**src/mqttp_pkg.sv**
```systemverilog
// Package for the MQTT receive packet parser: payload structs, byte role,
// event and packet kind codes. No dependencies.
`default_nettype none

package mqttp_pkg;

   localparam int BYTE_W = 8;
   localparam int LEN_W  = 28;
   localparam int HALF_W = 16;

   // Byte roles
   localparam logic [2:0] ROLE_TYPE    = 3'd0;
   localparam logic [2:0] ROLE_LENGTH  = 3'd1;
   localparam logic [2:0] ROLE_VARHDR  = 3'd2;
   localparam logic [2:0] ROLE_TOPIC   = 3'd3;
   localparam logic [2:0] ROLE_PAYLOAD = 3'd4;
   localparam logic [2:0] ROLE_IGNORED = 3'd5;

   // Events
   localparam logic [3:0] EV_NONE       = 4'd0;
   localparam logic [3:0] EV_CONNECTED  = 4'd1;
   localparam logic [3:0] EV_REFUSED    = 4'd2;
   localparam logic [3:0] EV_MESSAGE    = 4'd3;
   localparam logic [3:0] EV_PUBACK     = 4'd4;
   localparam logic [3:0] EV_SUBACK     = 4'd5;
   localparam logic [3:0] EV_UNSUBACK   = 4'd6;
   localparam logic [3:0] EV_PINGRESP   = 4'd7;
   localparam logic [3:0] EV_UNEXPECTED = 4'd8;
   localparam logic [3:0] EV_MALFORMED  = 4'd9;

   // Control packet kinds (type byte upper nibble)
   localparam logic [3:0] KIND_CONNACK  = 4'd2;
   localparam logic [3:0] KIND_PUBLISH  = 4'd3;
   localparam logic [3:0] KIND_PUBACK   = 4'd4;
   localparam logic [3:0] KIND_SUBACK   = 4'd9;
   localparam logic [3:0] KIND_UNSUBACK = 4'd11;
   localparam logic [3:0] KIND_PINGRESP = 4'd13;

   localparam logic [1:0] QOS_AT_LEAST_ONCE = 2'd1;

   typedef struct packed {
      logic [BYTE_W-1:0] rx_byte;
      logic              start_over;
   } req_type;

   typedef struct packed {
      logic [2:0]        byte_role;
      logic [BYTE_W-1:0] data_byte;
      logic [3:0]        event_res;
      logic [BYTE_W-1:0] return_code;
      logic [1:0]        qos_level;
      logic              retain_flag;
      logic              dup_flag;
      logic [HALF_W-1:0] message_id;
      logic              ack_needed;
      logic [HALF_W-1:0] topic_length;
      logic [LEN_W-1:0]  payload_length;
   } rsp_type;

endpackage

`default_nettype wire

```
**src/mqttp_req_if.sv**
```systemverilog
// Received-byte channel: valid/ready handshake plus byte payload.
// Depends on mqttp_pkg for widths.
`default_nettype none

interface mqttp_req_if
   import mqttp_pkg::*;
   ();
   logic              valid;
   logic              ready;
   logic [BYTE_W-1:0] rx_byte;
   logic              start_over;

   modport source (output valid, output rx_byte, output start_over, input ready);
   modport sink   (input valid, input rx_byte, input start_over, output ready);
endinterface

`default_nettype wire

```
**src/mqttp_rsp_if.sv**
```systemverilog
// Result channel: valid/ready handshake plus per-byte role and event fields.
// Depends on mqttp_pkg for widths.
`default_nettype none

interface mqttp_rsp_if
   import mqttp_pkg::*;
   ();
   logic              valid;
   logic              ready;
   logic [2:0]        byte_role;
   logic [BYTE_W-1:0] data_byte;
   logic [3:0]        event_res;
   logic [BYTE_W-1:0] return_code;
   logic [1:0]        qos_level;
   logic              retain_flag;
   logic              dup_flag;
   logic [HALF_W-1:0] message_id;
   logic              ack_needed;
   logic [HALF_W-1:0] topic_length;
   logic [LEN_W-1:0]  payload_length;

   modport source (output valid, output byte_role, output data_byte, output event_res,
                   output return_code, output qos_level, output retain_flag,
                   output dup_flag, output message_id, output ack_needed,
                   output topic_length, output payload_length, input ready);
   modport sink   (input valid, input byte_role, input data_byte, input event_res,
                   input return_code, input qos_level, input retain_flag,
                   input dup_flag, input message_id, input ack_needed,
                   input topic_length, input payload_length, output ready);
endinterface

`default_nettype wire

```
**src/mqttp_frame.sv**
```systemverilog
// Frame tracker: holds the packet state and computes one byte's result.
// Depends on mqttp_pkg.
`default_nettype none

module mqttp_frame
   import mqttp_pkg::*;
#(
   parameter int MAX_LENGTH_BYTES = 4
) (
   input  wire logic    clock,
   input  wire logic    reset,
   input  wire logic    step_en,
   input  wire req_type req,
   output rsp_type      rsp
);

   typedef enum logic [1:0] {PH_TYPE, PH_LEN, PH_BODY} phase_type;

   localparam logic [2:0] MAX_LB = 3'(MAX_LENGTH_BYTES);

   phase_type         phase_ff, phase_in;
   logic [BYTE_W-1:0] type_ff, type_in;
   logic [LEN_W-1:0]  rem_ff, rem_in;
   logic [1:0]        cnt_ff, cnt_in;
   logic [LEN_W-1:0]  pos_ff, pos_in;
   logic [HALF_W-1:0] topic_ff, topic_in;
   logic [HALF_W-1:0] msgid_ff, msgid_in;
   logic [BYTE_W-1:0] code_ff, code_in;

   logic              finish;
   logic              malformed;
   logic [2:0]        role;
   logic [LEN_W-1:0]  group_val;
   logic [LEN_W:0]    pos_next;
   logic [16:0]       tend;
   logic [3:0]        kind;
   logic [1:0]        qos;
   logic [LEN_W-1:0]  tend_w;

   // finish-side values
   logic [17:0]       pub_pos;
   logic [17:0]       pub_pos_id;
   logic [17:0]       pay_pos;
   logic              pub_ok;

   assign kind     = type_ff[7:4];
   assign qos      = type_ff[2:1];
   assign tend     = 17'(topic_ff) + 17'd2;
   assign tend_w   = LEN_W'(tend);
   assign pos_next = {1'b0, pos_ff} + (LEN_W+1)'(1);

   // 7-bit group placed by its index, least significant first
   always_comb begin
      case (cnt_ff)
         2'd0:    group_val = LEN_W'(req.rx_byte[6:0]);
         2'd1:    group_val = LEN_W'({req.rx_byte[6:0], 7'b0});
         2'd2:    group_val = LEN_W'({req.rx_byte[6:0], 14'b0});
         default: group_val = {req.rx_byte[6:0], 21'b0};
      endcase
   end

   always_comb begin
      phase_in  = phase_ff;
      type_in   = type_ff;
      rem_in    = rem_ff;
      cnt_in    = cnt_ff;
      pos_in    = pos_ff;
      topic_in  = topic_ff;
      msgid_in  = msgid_ff;
      code_in   = code_ff;
      finish    = 1'b0;
      malformed = 1'b0;
      role      = ROLE_TYPE;
      if (req.start_over || phase_ff == PH_TYPE) begin
         type_in  = req.rx_byte;
         rem_in   = '0;
         cnt_in   = '0;
         pos_in   = '0;
         topic_in = '0;
         msgid_in = '0;
         code_in  = '0;
         phase_in = PH_LEN;
      end else if (phase_ff == PH_LEN) begin
         role   = ROLE_LENGTH;
         rem_in = rem_ff + group_val;
         if (req.rx_byte[7]) begin
            if ((3'(cnt_ff) + 3'd1) >= MAX_LB) begin
               malformed = 1'b1;
               phase_in  = PH_TYPE;
            end else begin
               cnt_in = cnt_ff + 2'd1;
            end
         end else if (rem_in == '0) begin
            finish = 1'b1;
         end else begin
            phase_in = PH_BODY;
            pos_in   = '0;
         end
      end else begin
         case (kind)
            KIND_CONNACK: begin
               role = (pos_ff < LEN_W'(2)) ? ROLE_VARHDR : ROLE_IGNORED;
               if (pos_ff == LEN_W'(1)) code_in = req.rx_byte;
            end
            KIND_PUBLISH: begin
               if (pos_ff == '0) begin
                  topic_in = {req.rx_byte, 8'h00};
                  role     = ROLE_VARHDR;
               end else if (pos_ff == LEN_W'(1)) begin
                  topic_in = {topic_ff[15:8], req.rx_byte};
                  role     = ROLE_VARHDR;
               end else if (pos_ff < tend_w) begin
                  role = ROLE_TOPIC;
               end else if (qos != 2'd0 && pos_ff == tend_w) begin
                  msgid_in = {req.rx_byte, 8'h00};
                  role     = ROLE_VARHDR;
               end else if (qos != 2'd0 && pos_ff == tend_w + LEN_W'(1)) begin
                  msgid_in = {msgid_ff[15:8], req.rx_byte};
                  role     = ROLE_VARHDR;
               end else begin
                  role = ROLE_PAYLOAD;
               end
            end
            default: role = ROLE_IGNORED;
         endcase
         pos_in = pos_next[LEN_W-1:0];
         if (pos_next >= {1'b0, rem_ff}) finish = 1'b1;
      end
      if (finish) phase_in = PH_TYPE;
   end

   // end-of-packet event, taken from the updated state
   assign pub_pos    = 18'(topic_in) + 18'd2;
   assign pub_pos_id = pub_pos + 18'd2;
   assign pay_pos    = (qos != 2'd0) ? pub_pos_id : pub_pos;
   assign pub_ok     = (rem_in >= LEN_W'(2)) && (LEN_W'(pub_pos) <= rem_in)
                       && ((qos == 2'd0) || (LEN_W'(pub_pos_id) <= rem_in));

   always_comb begin
      rsp           = '0;
      rsp.byte_role = role;
      rsp.data_byte = req.rx_byte;
      if (malformed) begin
         rsp.event_res = EV_MALFORMED;
      end else if (finish) begin
         case (kind)
            KIND_CONNACK: begin
               if (rem_in >= LEN_W'(2)) begin
                  if (code_in == '0) begin
                     rsp.event_res = EV_CONNECTED;
                  end else begin
                     rsp.event_res   = EV_REFUSED;
                     rsp.return_code = code_in;
                  end
               end
            end
            KIND_PUBLISH: begin
               if (pub_ok) begin
                  rsp.event_res      = EV_MESSAGE;
                  rsp.qos_level      = qos;
                  rsp.retain_flag    = type_ff[0];
                  rsp.dup_flag       = type_ff[3];
                  rsp.message_id     = (qos != 2'd0) ? msgid_in : '0;
                  rsp.ack_needed     = (qos == QOS_AT_LEAST_ONCE) && (msgid_in != '0);
                  rsp.topic_length   = topic_in;
                  rsp.payload_length = rem_in - LEN_W'(pay_pos);
               end
            end
            KIND_PUBACK:   rsp.event_res = EV_PUBACK;
            KIND_SUBACK:   rsp.event_res = EV_SUBACK;
            KIND_UNSUBACK: rsp.event_res = EV_UNSUBACK;
            KIND_PINGRESP: rsp.event_res = EV_PINGRESP;
            default:       rsp.event_res = EV_UNEXPECTED;
         endcase
      end
   end

   always_ff @(posedge clock) begin
      if (reset) begin
         phase_ff <= PH_TYPE;
      end else if (step_en) begin
         phase_ff <= phase_in;
      end
      if (step_en) begin
         type_ff  <= type_in;
         rem_ff   <= rem_in;
         cnt_ff   <= cnt_in;
         pos_ff   <= pos_in;
         topic_ff <= topic_in;
         msgid_ff <= msgid_in;
         code_ff  <= code_in;
      end
   end

endmodule

`default_nettype wire

```
**src/mqtt_receive_packet_parser.sv**
```systemverilog
// MQTT 3.1.1 receive packet parser, top level: input register, frame
// tracker and result register. Depends on mqttp_pkg, mqttp_req_if,
// mqttp_rsp_if and mqttp_frame.
//
// Usage:
//  - req_bus carries one received byte per item (rx_byte) and start_over,
//    which forces that byte to be taken as a packet type byte.
//  - rsp_bus returns one item per byte: its role in the packet, the byte
//    itself, and on the last byte of a packet the event with its fields.
//  - Path: an item accepted into the input register is parsed against the
//    frame state and written into the result register, which offers it on
//    rsp_bus.
//  - Throughput: one byte per cycle when not stalled; the frame state update
//    is a single short combinational step between the two registers.
//  - Stall: when the receiver holds rsp ready low, the result register
//    keeps its item and the input register, if empty, takes one more byte;
//    after that req ready drops until the result is taken.
//  - Reset: both registers empty, the parser waits for a type byte.
`default_nettype none

module mqtt_receive_packet_parser
   import mqttp_pkg::*;
#(
   parameter int MAX_LENGTH_BYTES = 4
) (
   input  wire logic   clock,
   input  wire logic   reset,
   mqttp_req_if.sink   req_bus,
   mqttp_rsp_if.source rsp_bus
);

   // input stage
   logic    in_valid_ff;
   req_type in_ff;
   // result stage
   logic    out_valid_ff;
   rsp_type out_ff;

   logic    step_en;
   rsp_type frame_rsp;
   req_type req_in;

   // byte moves into the result register when that register is free or drains
   assign step_en       = in_valid_ff && (!out_valid_ff || rsp_bus.ready);
   assign req_bus.ready = !in_valid_ff || step_en;

   assign req_in.rx_byte    = req_bus.rx_byte;
   assign req_in.start_over = req_bus.start_over;

   mqttp_frame #(
      .MAX_LENGTH_BYTES(MAX_LENGTH_BYTES)
   ) u_frame (
      .clock  (clock),
      .reset  (reset),
      .step_en(step_en),
      .req    (in_ff),
      .rsp    (frame_rsp)
   );

   always_ff @(posedge clock) begin
      if (reset) begin
         in_valid_ff  <= 1'b0;
         out_valid_ff <= 1'b0;
      end else begin
         if (req_bus.ready) in_valid_ff <= req_bus.valid;
         if (!out_valid_ff || rsp_bus.ready) out_valid_ff <= in_valid_ff;
      end
      if (req_bus.valid && req_bus.ready) in_ff <= req_in;
      if (step_en) out_ff <= frame_rsp;
   end

   assign rsp_bus.valid          = out_valid_ff;
   assign rsp_bus.byte_role      = out_ff.byte_role;
   assign rsp_bus.data_byte      = out_ff.data_byte;
   assign rsp_bus.event_res      = out_ff.event_res;
   assign rsp_bus.return_code    = out_ff.return_code;
   assign rsp_bus.qos_level      = out_ff.qos_level;
   assign rsp_bus.retain_flag    = out_ff.retain_flag;
   assign rsp_bus.dup_flag       = out_ff.dup_flag;
   assign rsp_bus.message_id     = out_ff.message_id;
   assign rsp_bus.ack_needed     = out_ff.ack_needed;
   assign rsp_bus.topic_length   = out_ff.topic_length;
   assign rsp_bus.payload_length = out_ff.payload_length;

   // both stages come out of reset empty
   a_reset_empty: assert property (@(posedge clock)
      reset |=> !out_valid_ff && !in_valid_ff)
      else $error("stages not empty after reset");

   // a buffered byte is never lost while waiting for the result stage
   a_in_held: assert property (@(posedge clock) disable iff (reset)
      in_valid_ff && !step_en |=> in_valid_ff && $stable(in_ff))
      else $error("input stage dropped a byte");

   // a forced restart byte is always reported as a type byte
   a_restart_role: assert property (@(posedge clock) disable iff (reset)
      step_en && in_ff.start_over |=> out_valid_ff && out_ff.byte_role == ROLE_TYPE)
      else $error("restart byte not tagged as type");

   // ack request only comes with a QoS 1 message event
   a_ack_qos1: assert property (@(posedge clock) disable iff (reset)
      out_valid_ff && out_ff.ack_needed |->
         out_ff.event_res == EV_MESSAGE && out_ff.qos_level == QOS_AT_LEAST_ONCE)
      else $error("ack flag without QoS 1 message");

endmodule

`default_nettype wire

```
**src/flat_wrapper.sv**
```systemverilog
// flat-port wrapper written by rule: the top's interface ports become plain ports
module mqtt_receive_packet_parser_flat import mqttp_pkg::*;
#(
   parameter int MAX_LENGTH_BYTES = 4
)
  (clock, reset, req_bus_valid, req_bus_rx_byte, req_bus_start_over, req_bus_ready, rsp_bus_valid, rsp_bus_byte_role, rsp_bus_data_byte, rsp_bus_event_res, rsp_bus_return_code, rsp_bus_qos_level, rsp_bus_retain_flag, rsp_bus_dup_flag, rsp_bus_message_id, rsp_bus_ack_needed, rsp_bus_topic_length, rsp_bus_payload_length, rsp_bus_ready);
  mqttp_req_if req_bus_i ();
  mqttp_rsp_if rsp_bus_i ();
  input  wire logic clock;
  input  wire logic reset;
  input wire logic [$bits(req_bus_i.valid)-1:0] req_bus_valid;
  input wire logic [$bits(req_bus_i.rx_byte)-1:0] req_bus_rx_byte;
  input wire logic [$bits(req_bus_i.start_over)-1:0] req_bus_start_over;
  output wire logic [$bits(req_bus_i.ready)-1:0] req_bus_ready;
  output wire logic [$bits(rsp_bus_i.valid)-1:0] rsp_bus_valid;
  output wire logic [$bits(rsp_bus_i.byte_role)-1:0] rsp_bus_byte_role;
  output wire logic [$bits(rsp_bus_i.data_byte)-1:0] rsp_bus_data_byte;
  output wire logic [$bits(rsp_bus_i.event_res)-1:0] rsp_bus_event_res;
  output wire logic [$bits(rsp_bus_i.return_code)-1:0] rsp_bus_return_code;
  output wire logic [$bits(rsp_bus_i.qos_level)-1:0] rsp_bus_qos_level;
  output wire logic [$bits(rsp_bus_i.retain_flag)-1:0] rsp_bus_retain_flag;
  output wire logic [$bits(rsp_bus_i.dup_flag)-1:0] rsp_bus_dup_flag;
  output wire logic [$bits(rsp_bus_i.message_id)-1:0] rsp_bus_message_id;
  output wire logic [$bits(rsp_bus_i.ack_needed)-1:0] rsp_bus_ack_needed;
  output wire logic [$bits(rsp_bus_i.topic_length)-1:0] rsp_bus_topic_length;
  output wire logic [$bits(rsp_bus_i.payload_length)-1:0] rsp_bus_payload_length;
  input wire logic [$bits(rsp_bus_i.ready)-1:0] rsp_bus_ready;
  assign req_bus_i.valid = req_bus_valid;
  assign req_bus_i.rx_byte = req_bus_rx_byte;
  assign req_bus_i.start_over = req_bus_start_over;
  assign req_bus_ready = req_bus_i.ready;
  assign rsp_bus_valid = rsp_bus_i.valid;
  assign rsp_bus_byte_role = rsp_bus_i.byte_role;
  assign rsp_bus_data_byte = rsp_bus_i.data_byte;
  assign rsp_bus_event_res = rsp_bus_i.event_res;
  assign rsp_bus_return_code = rsp_bus_i.return_code;
  assign rsp_bus_qos_level = rsp_bus_i.qos_level;
  assign rsp_bus_retain_flag = rsp_bus_i.retain_flag;
  assign rsp_bus_dup_flag = rsp_bus_i.dup_flag;
  assign rsp_bus_message_id = rsp_bus_i.message_id;
  assign rsp_bus_ack_needed = rsp_bus_i.ack_needed;
  assign rsp_bus_topic_length = rsp_bus_i.topic_length;
  assign rsp_bus_payload_length = rsp_bus_i.payload_length;
  assign rsp_bus_i.ready = rsp_bus_ready;
  mqtt_receive_packet_parser #(.MAX_LENGTH_BYTES(MAX_LENGTH_BYTES)) u_core (.clock(clock), .reset(reset), .req_bus(req_bus_i), .rsp_bus(rsp_bus_i));
endmodule
```
**config.mk**
```make
export PLATFORM = sky130hd
export DESIGN_NAME = mqtt_receive_packet_parser_flat
export DESIGN_NICKNAME = d
export VERILOG_FILES = /design/src/mqttp_pkg.sv /design/src/mqttp_req_if.sv /design/src/mqttp_rsp_if.sv /design/src/mqttp_frame.sv /design/src/mqtt_receive_packet_parser.sv /design/src/flat_wrapper.sv
export SDC_FILE = /design/constraint.sdc
export NUM_CORES = 1
export LEC_CHECK = 0
export BUFFER_PORTS_ARGS = -buffer_cell sky130_fd_sc_hd__buf_2
export CELL_PAD_IN_SITES_DETAIL_PLACEMENT = 0
export CELL_PAD_IN_SITES_GLOBAL_PLACEMENT = 1
export CORE_ASPECT_RATIO = 0.75
export CORE_UTILIZATION = 35
export CTS_CLUSTER_DIAMETER = 200
export DETAILED_ROUTE_END_ITERATION = 8
export GPL_TIMING_DRIVEN = 0
export PLACE_DENSITY_LB_ADDON = 0.25
export SLEW_MARGIN = 0
export SYNTH_ARGS = -nofsm -noshare
export SYNTH_HDL_FRONTEND = slang
export SYNTH_SLANG_ARGS = --single-unit
```
**constraint.sdc**
```tcl
create_clock -name clock -period 8.8 [get_ports clock]
set_clock_uncertainty 0.15 [all_clocks]
set_input_delay 1.76 -clock clock [delete_from_list [all_inputs] [get_ports clock]]
set_output_delay 1.76 -clock clock [all_outputs]
set_load 0.05 [all_outputs]
```
# Word-level counts from Yosys, hierarchy flattened
# Index checks and enable logic that the tools add are counted.
# Widths: inputs -> output; s select.
# word_totals
elab_cells	158
inputBits	13
ff_bits	207
output_inout_bits	90
# op_classes
n_eq_ne	18
muxes	60
order_cmp	7
bitwise_logic	6
n_reduce_logical	33
addsub	9
# op_table
cell	n
$mux 16	12
$mux 28	5
$mux 65	2
$pmux 28 s3	1
$mux 77	1
$mux 8	8
$logic_not 28->1	2
$add 16x2->17 const B	2
$add 28x1->29 const B	1
$ge 29x28->1	1
$add 28x28->28	1
$eq 28x1->1 const B	1
$eq 28x17->1	1
$eq 28x18->1	1
$ge 28x2->1 const B	1
$le 17x28->1	1
$le 18x28->1	1
$lt 28x17->1	1
$lt 28x2->1 const B	1
$sub 28x18->28	1
$pmux 4 s6	1
$mux 2	11
$add 17x1->18 const B	1
$add 17x2->18 const B	1
32 further kinds	74

# Logic depth before layout (Yosys ltp)
# Gate-level depths: netlist (run 1).
# logic_depth
depth_word	17
mapped_depth	30
depth_no_buf	28

# Cells and area by module
# Synthesis (run 1) repeated with hierarchy kept, for this count alone.
# hier_totals
cells_unflattened	1605
hier_area_um2	15740.1
# by_module_without_submodules
mod	area_per_inst_um2	cells_per_inst	seq_area_each_um2	instances
mqttp_frame	12723.5	1498	3223.1	1
mqtt_receive_packet_parser	3016.6	107	2952.8	1

# Worst setup path after synthesis (run 1)
# Ideal clock, no wire load.
# synth_path
kind	flip-flop to flip-flop
start	register u_core.u_frame.pos_ff[11]
end	register u_core.out_ff (netlist bit u_core.rsp_bus.payload_length[26]) (data pin)
path_stages_with_launch	30
arrival_time_ns	5.893
synth_period_minus_slack_ns	6.300
path_slack_ns	2.500
required_time_ns	8.393
setup_time_ns	0.257
path_buffers	2
path_cell_list	edfxtp_1 -> clkbuf_1 -> nor4_1 -> nand4_1 -> nor4_4 -> buf_4 -> mux2_2 -> nand2_1 -> inv_1 -> ha_1 -> nand3_1 -> mux2i_1 -> xnor2_1 -> nand2_1 -> and2b_1 -> nand3_1 -> nor2_1 -> nand2_1 -> xnor2_1 -> ha_1 -> and3_1 -> a21oi_1 -> o31ai_1 -> o41ai_1 -> o21ai_0 -> o211a_1 -> nor4_1 -> nand3_1 -> xnor2_1 -> nor2_1
# synth_via
elab_chain_cells	13
word_cells_on_any_way	24
classes_between	add/sub: 4; order compare: 3; eq/ne: 1; mux: 9; bitwise: 2; reduce/logical: 5
# synth_lines
item	line_no	text
from (decl)	mqttp_frame.sv:25	logic [LEN_W-1:0] pos_ff, pos_in;
from (signal assigned)	mqttp_frame.sv:188	pos_ff <= pos_in;
$eq 28x1->1	mqttp_frame.sv:109	end else if (pos_ff == LEN_W'(1)) begin
$mux 8	mqttp_frame.sv:109	
$mux 16 *	mqttp_frame.sv:106	if (pos_ff == '0) begin
$mux 16 *	mqttp_frame.sv:100	case (kind)
$mux 16 *	mqttp_frame.sv:83	end else if (phase_ff == PH_LEN) begin
$mux 16 *	mqttp_frame.sv:74	if (req.start_over || phase_ff == PH_TYPE) begin
$add 16x2->17 *	mqttp_frame.sv:133	assign pub_pos = 18'(topic_in) + 18'd2;
$add 17x2->18 *	mqttp_frame.sv:134	assign pub_pos_id = pub_pos + 18'd2;
named net u_core.u_frame.pub_pos_id[1]	mqttp_frame.sv:42	logic [17:0] pub_pos_id;
$le 18x28->1	mqttp_frame.sv:137	&& ((qos == 2'd0) || (LEN_W'(pub_pos_id) <= rem_in));
$logic_or 1x1->1	mqttp_frame.sv:137	
$logic_and 1x1->1	mqttp_frame.sv:137	
$not 1->1 (no source line)	n/a	
$reduce_or 4->1 (no source line)	n/a	
to (signal assigned)	mqtt_receive_packet_parser.sv:69	if (step_en) out_ff <= frame_rsp;
to (decl)	mqtt_receive_packet_parser.sv:37	rsp_type out_ff;
# The timed path passes the listed nets; every way through them passes the cells marked *.
# A chain may end at the register's enable or synchronous reset.

# Final worst setup path (run 1)
# layout_path
start	register u_core.u_frame.pos_ff[20]
end	register u_core.out_ff (netlist bit u_core.rsp_bus.topic_length[14]) (data pin)
# layout_via
elab_chain_cells	13
word_cells_on_any_way	22
classes_between	add/sub: 3; order compare: 3; eq/ne: 1; mux: 8; bitwise: 2; reduce/logical: 5
# layout_lines
item	line_no	text
$eq 28x1->1	mqttp_frame.sv:109	
$mux 8	mqttp_frame.sv:109	
$mux 16 *	mqttp_frame.sv:106	
$mux 16 *	mqttp_frame.sv:100	
$mux 16 *	mqttp_frame.sv:83	
$mux 16 *	mqttp_frame.sv:74	
named net u_core.u_frame.topic_in[2]	mqttp_frame.sv:26	logic [HALF_W-1:0] topic_ff, topic_in;
$add 16x2->17 *	mqttp_frame.sv:133	
$add 17x2->18	mqttp_frame.sv:134	
$le 18x28->1	mqttp_frame.sv:137	
$logic_or 1x1->1	mqttp_frame.sv:137	
$logic_and 1x1->1 *	mqttp_frame.sv:137	
$not 1->1 (no source line) *	n/a	
$reduce_or 4->1 (no source line) *	n/a	
# Marked as above.

==> summary.md, run 1 <==
| Metric | Value |
|---|---|
| Maximum VDD drop | `0.1082 mV` |
| Sw Ratio | `0.2960` |
| Initial DRC Count | `1303` |
| Initial antenna violation count | `1` |
| Final number of hold-violating endpoints | `0` |
| Status | `finished, final reports clean` |
| #FFs+latches synth | `207` |
| Worst hold path class | `flip-flop to flip-flop` |
| Syn Area/Cell | `9.803 sq um` |
| Flop pwr share | `0.407` |
| Root Buffer | `clkbuf_16` |
| Clock slew at reported path FFs | `0.06 ns` |
| WL final | `55060 um` |
| Max Root-Sink Buffers | `3` |
| Main area contributors after synthesis | `edfxtp_1, ha_1, xnor2_1` |
| TritonCTS Sinks | `207` |
| Comb pwr share | `0.187` |
| Setup CP Type | `flip-flop to flip-flop` |
| Final Slew Violations | `0` |
| Detail Route Antenna Nets | `0` |
| Post-DP HPWL | `43010 um` |
| Max Freq | `121.3 MHz` |
| Async set-or-reset flop fraction in the synthesized netlist | `0` |
| Clk Latency, worst-skew pair | `0.56 ns` |
| Tmin final | `8.244 ns` |
| RR Startpoint | `u_core.u_frame.pos_ff[20]` |
| EDFF count, synth | `203` |
| WP data arrival | `8.45 ns` |
| Pleak | `0.007404 uW` |
| Gr usage total | `0.2268` |
| Top-count cell post-synth | `edfxtp_1` |
| Post-Synthesis Cells | `1678` |
| Post-route DRC violation count | `0` |
| CP Launch Point | `u_core.u_frame.pos_ff[20]` |
| Routed len/inst | `22.40 um` |
| Max incr delay on CP | `0.58 ns` |
| Startpoint types | `flip-flop` |
| Die Ht | `189.7 um` |
| CP max stage cell | `or4b_4` |
| Post-DR vias/cell | `5.583` |
| Slew headroom | `0.1794` |
| Die X | `252.3 um` |
| Sw Pwr | `842.9 uW` |
| Clock power frac | `0.406` |
| Reg2reg end | `u_core.rsp_bus.topic_length[14]` |
| CP max FO | `10` |
| Vias in the first global route | `12895` |
| Num CTS Buffers | `25` |
| Sequential area share after synthesis | `0.3754` |
| Pin count of the biggest net entering global routing | `113` |
| Total of max-cap violations | `0` |
| Die Area | `47880 sq um` |
| Int Pwr | `2005 uW` |
| CTS H-Tree Depth | `1` |
| Layout cell share with drive strength beyond 1 | `0.1286` |
| Synth Warn # | `0` |
| # IOs | `103` |
| Post-synth cell types | `101` |
| RSZ-0062 raised after global routing | `no` |
| Via count | `13722` |
| R2r setup slk | `0.56 ns` |
| GPL Wtd Cong | `0.9369` |
| Worst Setup EP | `u_core.rsp_bus.topic_length[14]` |
| Synth top cells by count | `edfxtp_1, nor2_1, ha_1` |
| Dominant synthesized flop cell | `edfxtp_1` |
| First-pass GRT wire length | `81740 um` |
| Post-CTS Setup Bufs | `0` |
| Sum of negative setup slack | `0 ns` |
| Area grow syn2layout | `13.71%` |
| Router iterations before antenna repair | `5` |
| Worst EP required | `9.01 ns` |
| Row count | `68` |
| Top-area cell type share of the netlist area | `0.3706` |
| Synthesized Nets | `1830` |
| Slew @ Worst Pin | `1.226 ns` |
| Tcrit/Tclk final | `0.9368` |
| Core ar. | `46200 sq um` |
| Port bufs | `102` |
| Cell area after synthesis | `16450 sq um` |
| Final setup fails | `0` |
| Power per cell area | `152.3 nW/um^2` |
| Worst setup EP type | `flip-flop` |
| Starting density of the core | `0.3561` |
| Fin nets | `1960` |
| Yosys top cell by area | `edfxtp_1` |
| Gr ovfl total | `0` |
| FF-to-FF path depth | `28` |
| Final core utilization | `0.4049` |
| CTS tree | `done` |
[worst max-delay path: cells and delay by family, from the launching register on]
kind / cells / cell delay (ns)
flops: 1 / 0.48
fa+ha+maj: 2 / 0.59
xor+xnor: 1 / 0.17
compound gates: 8 / 1.89
buf+inv: 5 / 1.23
simple gates: 11 / 3.16
mux: 1 / 0.36
[cells in the final DEF (no fill, tap or decap), types with 20 or more instances in the layout]
cell type	instances
edfxtp_1	203
nor2_1	151
ha_1	137
buf_2	117
inv_1	90
nand2_1	89
xnor2_1	76
a21oi_1	74
and2_1	70
clkbuf_1	54
o21ai_0	51
xor2_1	50
nand3_1	44
nor3_1	42
nor4_1	39
a21o_1	39
mux2i_1	38
nand4_1	37
and3_1	29
clkbuf_16	25
nor2b_1	20
[layout make-up]
cell class / count / area [sq um]
diodes: 1 / 2.502
plain buffers: 70 / 307.8
clock buffers: 33 / 655.6
clock inverters: 13 / 239.0
fillers: 4547 / 27490
inverters: 91 / 349.1
multi-input cells: 1310 / 9649
flip-flops and latches: 207 / 6176
well taps: 630 / 788.3
repair buffers: 103 / 538.0
[stage by stage]
| stage | instance area [sq um] | setup slack, ns | hold slack (ns) | total power, uW | std cells |
|---|---|---|---|---|---|
| 6_report | 18710 | 0.5565 | 0.3798 | 2848 | 2458 |
| 5_1_grt | 18700 | 0.04958 | 0.4122 | 2954 | 2457 |
| 4_1_cts | 18690 | 0.2604 | 0.3729 | 2862 | 2457 |
| 3_5_place_dp | 17790 | 0.3141 | 0.3624 | 1700 | 2411 |
| 3_3_place_gp | 17750 | 0.3101 | 0.3528 | 1703 | 2410 |
| 2_1_floorplan | 16450 | 2.500 | 0.3163 | 1547 | 1678 |
[power by group through the flow]
stage	Combinational [uW]	Sequential, uW	Clock [uW]
floorplan	324	1220	0
global placement	516	1190	0
detailed placement	521	1180	0
CTS	524	1160	1180
global route	578	1160	1210
finish	532	1160	1160
[logic make-up after synthesis]
kind of cell / share of synthesized area
other: 0.0004565
multiplexers: 0.02723
adder cells (fa/ha/maj): 0.1066
buffers and inverters: 0.03948
flip-flops: 0.3754
AND/OR/NAND/NOR: 0.2184
AO/OA/AOI/OAI: 0.1517
XOR/XNOR: 0.08063
[worst min-delay path by stage]
stage	from	cells after the start	endpoint	slack, ns
after CTS	u_core.in_valid_ff	2	u_core.rsp_bus.valid	0.37
final	u_core.in_valid_ff	2	u_core.rsp_bus.valid	0.38
after global routing	u_core.u_frame.phase_ff[0]	2	u_core.u_frame.phase_ff[0]	0.41
after floorplan	u_core.in_ff[3]	0	u_core.rsp_bus.data_byte[2]	0.32
after detailed placement	u_core.in_valid_ff	2	u_core.rsp_bus.valid	0.36
after global placement	u_core.in_valid_ff	2	u_core.rsp_bus.valid	0.35
[timing repair]
action,in CTS,in global routing
setup endpoints to repair,0,63
gates resized for setup,0,2
hold buffers,0,0
[per-layer routing]
layer / track usage / up-vias / part of all wire
met5: 0 / - / 0
met4: 0.04266 / 0 / 0.019
met3: 0.06280 / 54 / 0.10
met2: 0.3086 / 512 / 0.39
met1: 0.3511 / 6591 / 0.49
li1: - / 6565 / -
[state kept, by name, indices dropped and copies added (netlist names), 9 cells and up]
name                           cells
u_core.in_ff                       9
u_core.u_frame.pos_ff             28
u_core.u_frame.topic_ff           16
u_core.rsp_bus.topic_length       16
u_core.rsp_bus.message_id         16
u_core.u_frame.rem_ff             28
u_core.rsp_bus.payload_length     28
u_core.u_frame.msgid_ff           16
Power figures use the tool's default switching activity.
==> inputs of run 2 (changes only) <==
Settings changed: CORE_UTILIZATION 35 to 49.
==> run 2 against run 1 <==
  * Clock power is 11% lower
  * Wire length is 5.7% lower
  * Global-route usage is 7.4 points higher
  * Core utilization is 16 points higher
  * Combinational power is 1% lower
  * Sequential power hardly changed
  * Critical endpoint is now u_core.rsp_bus.payload_length[4]
  * Largest power group unchanged
==> summary.md, run 2 (synthesis results as in run 1) <==
| Metric | Value |
|---|---|
| Flop pwr share | `0.427 (was 0.407)` |
| Worst hold path class | `flip-flop to flip-flop (unchanged)` |
| Row count | `57 (was 68)` |
| Tcrit/Tclk final | `0.9576 (was 0.9368)` |
| Cts hold-fix bufs | `0 (unchanged)` |
| Sum of negative setup slack | `0 ns (unchanged)` |
| Layout cell share with drive strength beyond 1 | `0.1262 (was 0.1286)` |
| Commonest non-fill, non-tap cell in the layout | `edfxtp_1 (unchanged)` |
| Root Buffer | `clkbuf_16 (unchanged)` |
| Pin count of the biggest net entering global routing | `93 (was 113)` |
| CTS tree | `done (unchanged)` |
| Total of max-cap violations | `0 (unchanged)` |
| GR peak layer | `met1 (unchanged)` |
| Die X | `213.6 um (was 252.3 um)` |
| Max incr delay on CP | `0.71 ns (was 0.58 ns)` |
| Most frequent cells in the layout | `edfxtp_1, nor2_1, ha_1, buf_2, inv_1 (unchanged)` |
| GPL Wtd Cong | `0.9490 (was 0.9369)` |
| Gr ovfl total | `0 (unchanged)` |
| Worst setup EP type | `flip-flop (unchanged)` |
| CP max stage cell | `o2111ai_1 (was or4b_4)` |
| Final Slew Violations | `0 (unchanged)` |
| Post-DR vias/cell | `6.163 (was 5.583)` |
| Clk Latency, worst-skew pair | `0.55 ns (was 0.56 ns)` |
| Clock power frac | `0.380 (was 0.406)` |
| Vias in the first global route | `12867 (was 12895)` |
| Met2 Use GR | `0.3968 (was 0.3086)` |
| Resize count post-CTS | `0 (unchanged)` |
| # IOs | `103 (unchanged)` |
| RSZ-0062 raised after global routing | `no (unchanged)` |
| WP data arrival | `8.68 ns (was 8.45 ns)` |
| Status | `finished, final reports clean (unchanged)` |
| Post-CTS Setup Bufs | `0 (unchanged)` |
| Crit-path leading delay family | `simple AND/OR/NAND/NOR gates (unchanged)` |
| Max Root-Sink Buffers | `3 (unchanged)` |
| Maximum VDD drop | `0.1923 mV (was 0.1082 mV)` |
| Gr usage total | `0.3009 (was 0.2268)` |
| Slew headroom | `0.2241 (was 0.1794)` |
| Num CTS Buffers | `23 (was 25)` |
| Router iterations before antenna repair | `5 (unchanged)` |
| Starting density of the core | `0.5025 (was 0.3561)` |
| TritonCTS Sinks | `207 (unchanged)` |
| WL final | `51910 um (was 55060 um)` |
| Fin nets | `1958 (was 1960)` |
| Port bufs | `102 (unchanged)` |
| First-pass GRT wire length | `77500 um (was 81740 um)` |
| Power per cell area | `148.2 nW/um^2 (was 152.3 nW/um^2)` |
| Sw Ratio | `0.3007 (was 0.2960)` |
| Final number of hold-violating endpoints | `0 (unchanged)` |
| Comb pwr share | `0.193 (was 0.187)` |
| FF+latch area | `6176 sq um (unchanged)` |
| Met3 Usage GRT | `0.09797 (was 0.06280)` |
| Max Freq | `118.7 MHz (was 121.3 MHz)` |
| Via count | `13959 (was 13722)` |
| Post-DP HPWL | `40410 um (was 43010 um)` |
| Tmin final | `8.427 ns (was 8.244 ns)` |
| Core ar. | `32740 sq um (was 46200 sq um)` |
| Clock slew at reported path FFs | `0.06 ns (about the same)` |
| Pleak | `0.007335 uW (was 0.007404 uW)` |
| ANT cells | `0 (was 1)` |
| Initial antenna violation count | `0 (was 1)` |
| WP buf/inv | `3 (was 5)` |
| Area grow syn2layout | `11.49% (was 13.71%)` |
| Routed len/inst | `22.92 um (was 22.40 um)` |
| CP max FO | `10 (unchanged)` |
| Slew @ Worst Pin | `1.164 ns (was 1.226 ns)` |
| Startpoint types | `flip-flop (unchanged)` |
| Met1 capacity usage during global routing | `0.4664 (was 0.3511)` |
| Die Ht | `160.7 um (was 189.7 um)` |
| Int Pwr | `1900 uW (was 2005 uW)` |
| Worst EP required | `9.05 ns (was 9.01 ns)` |
| Initial DRC Count | `1498 (was 1303)` |
| Die Area | `34310 sq um (was 47880 sq um)` |
| Setup CP Type | `flip-flop to flip-flop (unchanged)` |
| Filler cells | `2882 (was 4547)` |
| Final core utilization | `0.5603 (was 0.4049)` |
| Post-route DRC violation count | `0 (unchanged)` |
| Area of the multi-input gates | `9635 sq um (was 9649 sq um)` |
| CTS H-Tree Depth | `1 (unchanged)` |
| Final setup fails | `0 (unchanged)` |
| Detail Route Antenna Nets | `0 (unchanged)` |
| Sw Pwr | `817.0 uW (was 842.9 uW)` |
run 2: area by class of cell:
cell class	instances	area share
tap	442	0.03015
inverter	91	0.01890
sequential	207	0.3367
clock buffer	27	0.03220
clock inverter	15	0.01051
buffer	70	0.01678
timing repair buffer	103	0.02934
multi-input combinational	1310	0.5254
run 2: power by group through the flow:
stage               logic (uW)  clock network (uW)  registers [uW]
finish                     525                1030            1160
global route               566                1080            1160
CTS                        516                1040            1160
detailed placement         513                   0            1180
global placement           506                   0            1190
floorplan                  324                   0            1220
run 2: layer usage:
metal	vias up	share of wire
met4	0	0.022
met3	67	0.12
met5	-	0
met2	635	0.39
met1	6697	0.48
li1	6560	-
run 2: worst register-to-register path, cell delays in order, from the launching register on:
cell and delay (ns):
edfxtp_1 0.49, nor4_2 0.50, nand3_2 0.30, nor4_4 0.45, buf_4 0.31, mux2i_1 0.18
nor2_1 0.46, ha_1 0.31, nor4b_4 0.32, nand4b_1 0.21, xnor2_1 0.68, or4b_4 0.59
xnor2_1 0.15, ha_1 0.32, a21o_1 0.18, a21oi_1 0.13, nor2b_1 0.05, o21ai_0 0.15
nand2b_1 0.07, a221oi_1 0.29, o22ai_1 0.14, o2111ai_1 0.71, nand4_1 0.35, buf_2 0.35
buf_2 0.29, nor2_1 0.15
run 2: final timing paths:
check,from,endpoint,depth (start not counted),slack [ns]
min reg2reg,u_core.in_valid_ff,u_core.rsp_bus.valid,2,0.37
min,u_core.in_valid_ff,u_core.rsp_bus.valid,2,0.37
max,u_core.u_frame.pos_ff[24],u_core.rsp_bus.payload_length[4],25,0.37
max reg2reg,u_core.u_frame.pos_ff[24],u_core.rsp_bus.payload_length[4],25,0.37
run 2: per-stage QoR:
step                total power [uW]  std cells  area [sq um]  hold slack [ns]  setup slack [ns]
floorplan                       1547       1678         16450           0.3163             2.500
global placement                1691       2222         17510           0.3518            0.6799
detailed placement              1691       2223         17560           0.3581            0.6665
CTS                             2718       2265         18340           0.3783            0.5941
global route                    2804       2265         18340           0.4191           0.03490
finish                          2717       2265         18340           0.3743            0.3729
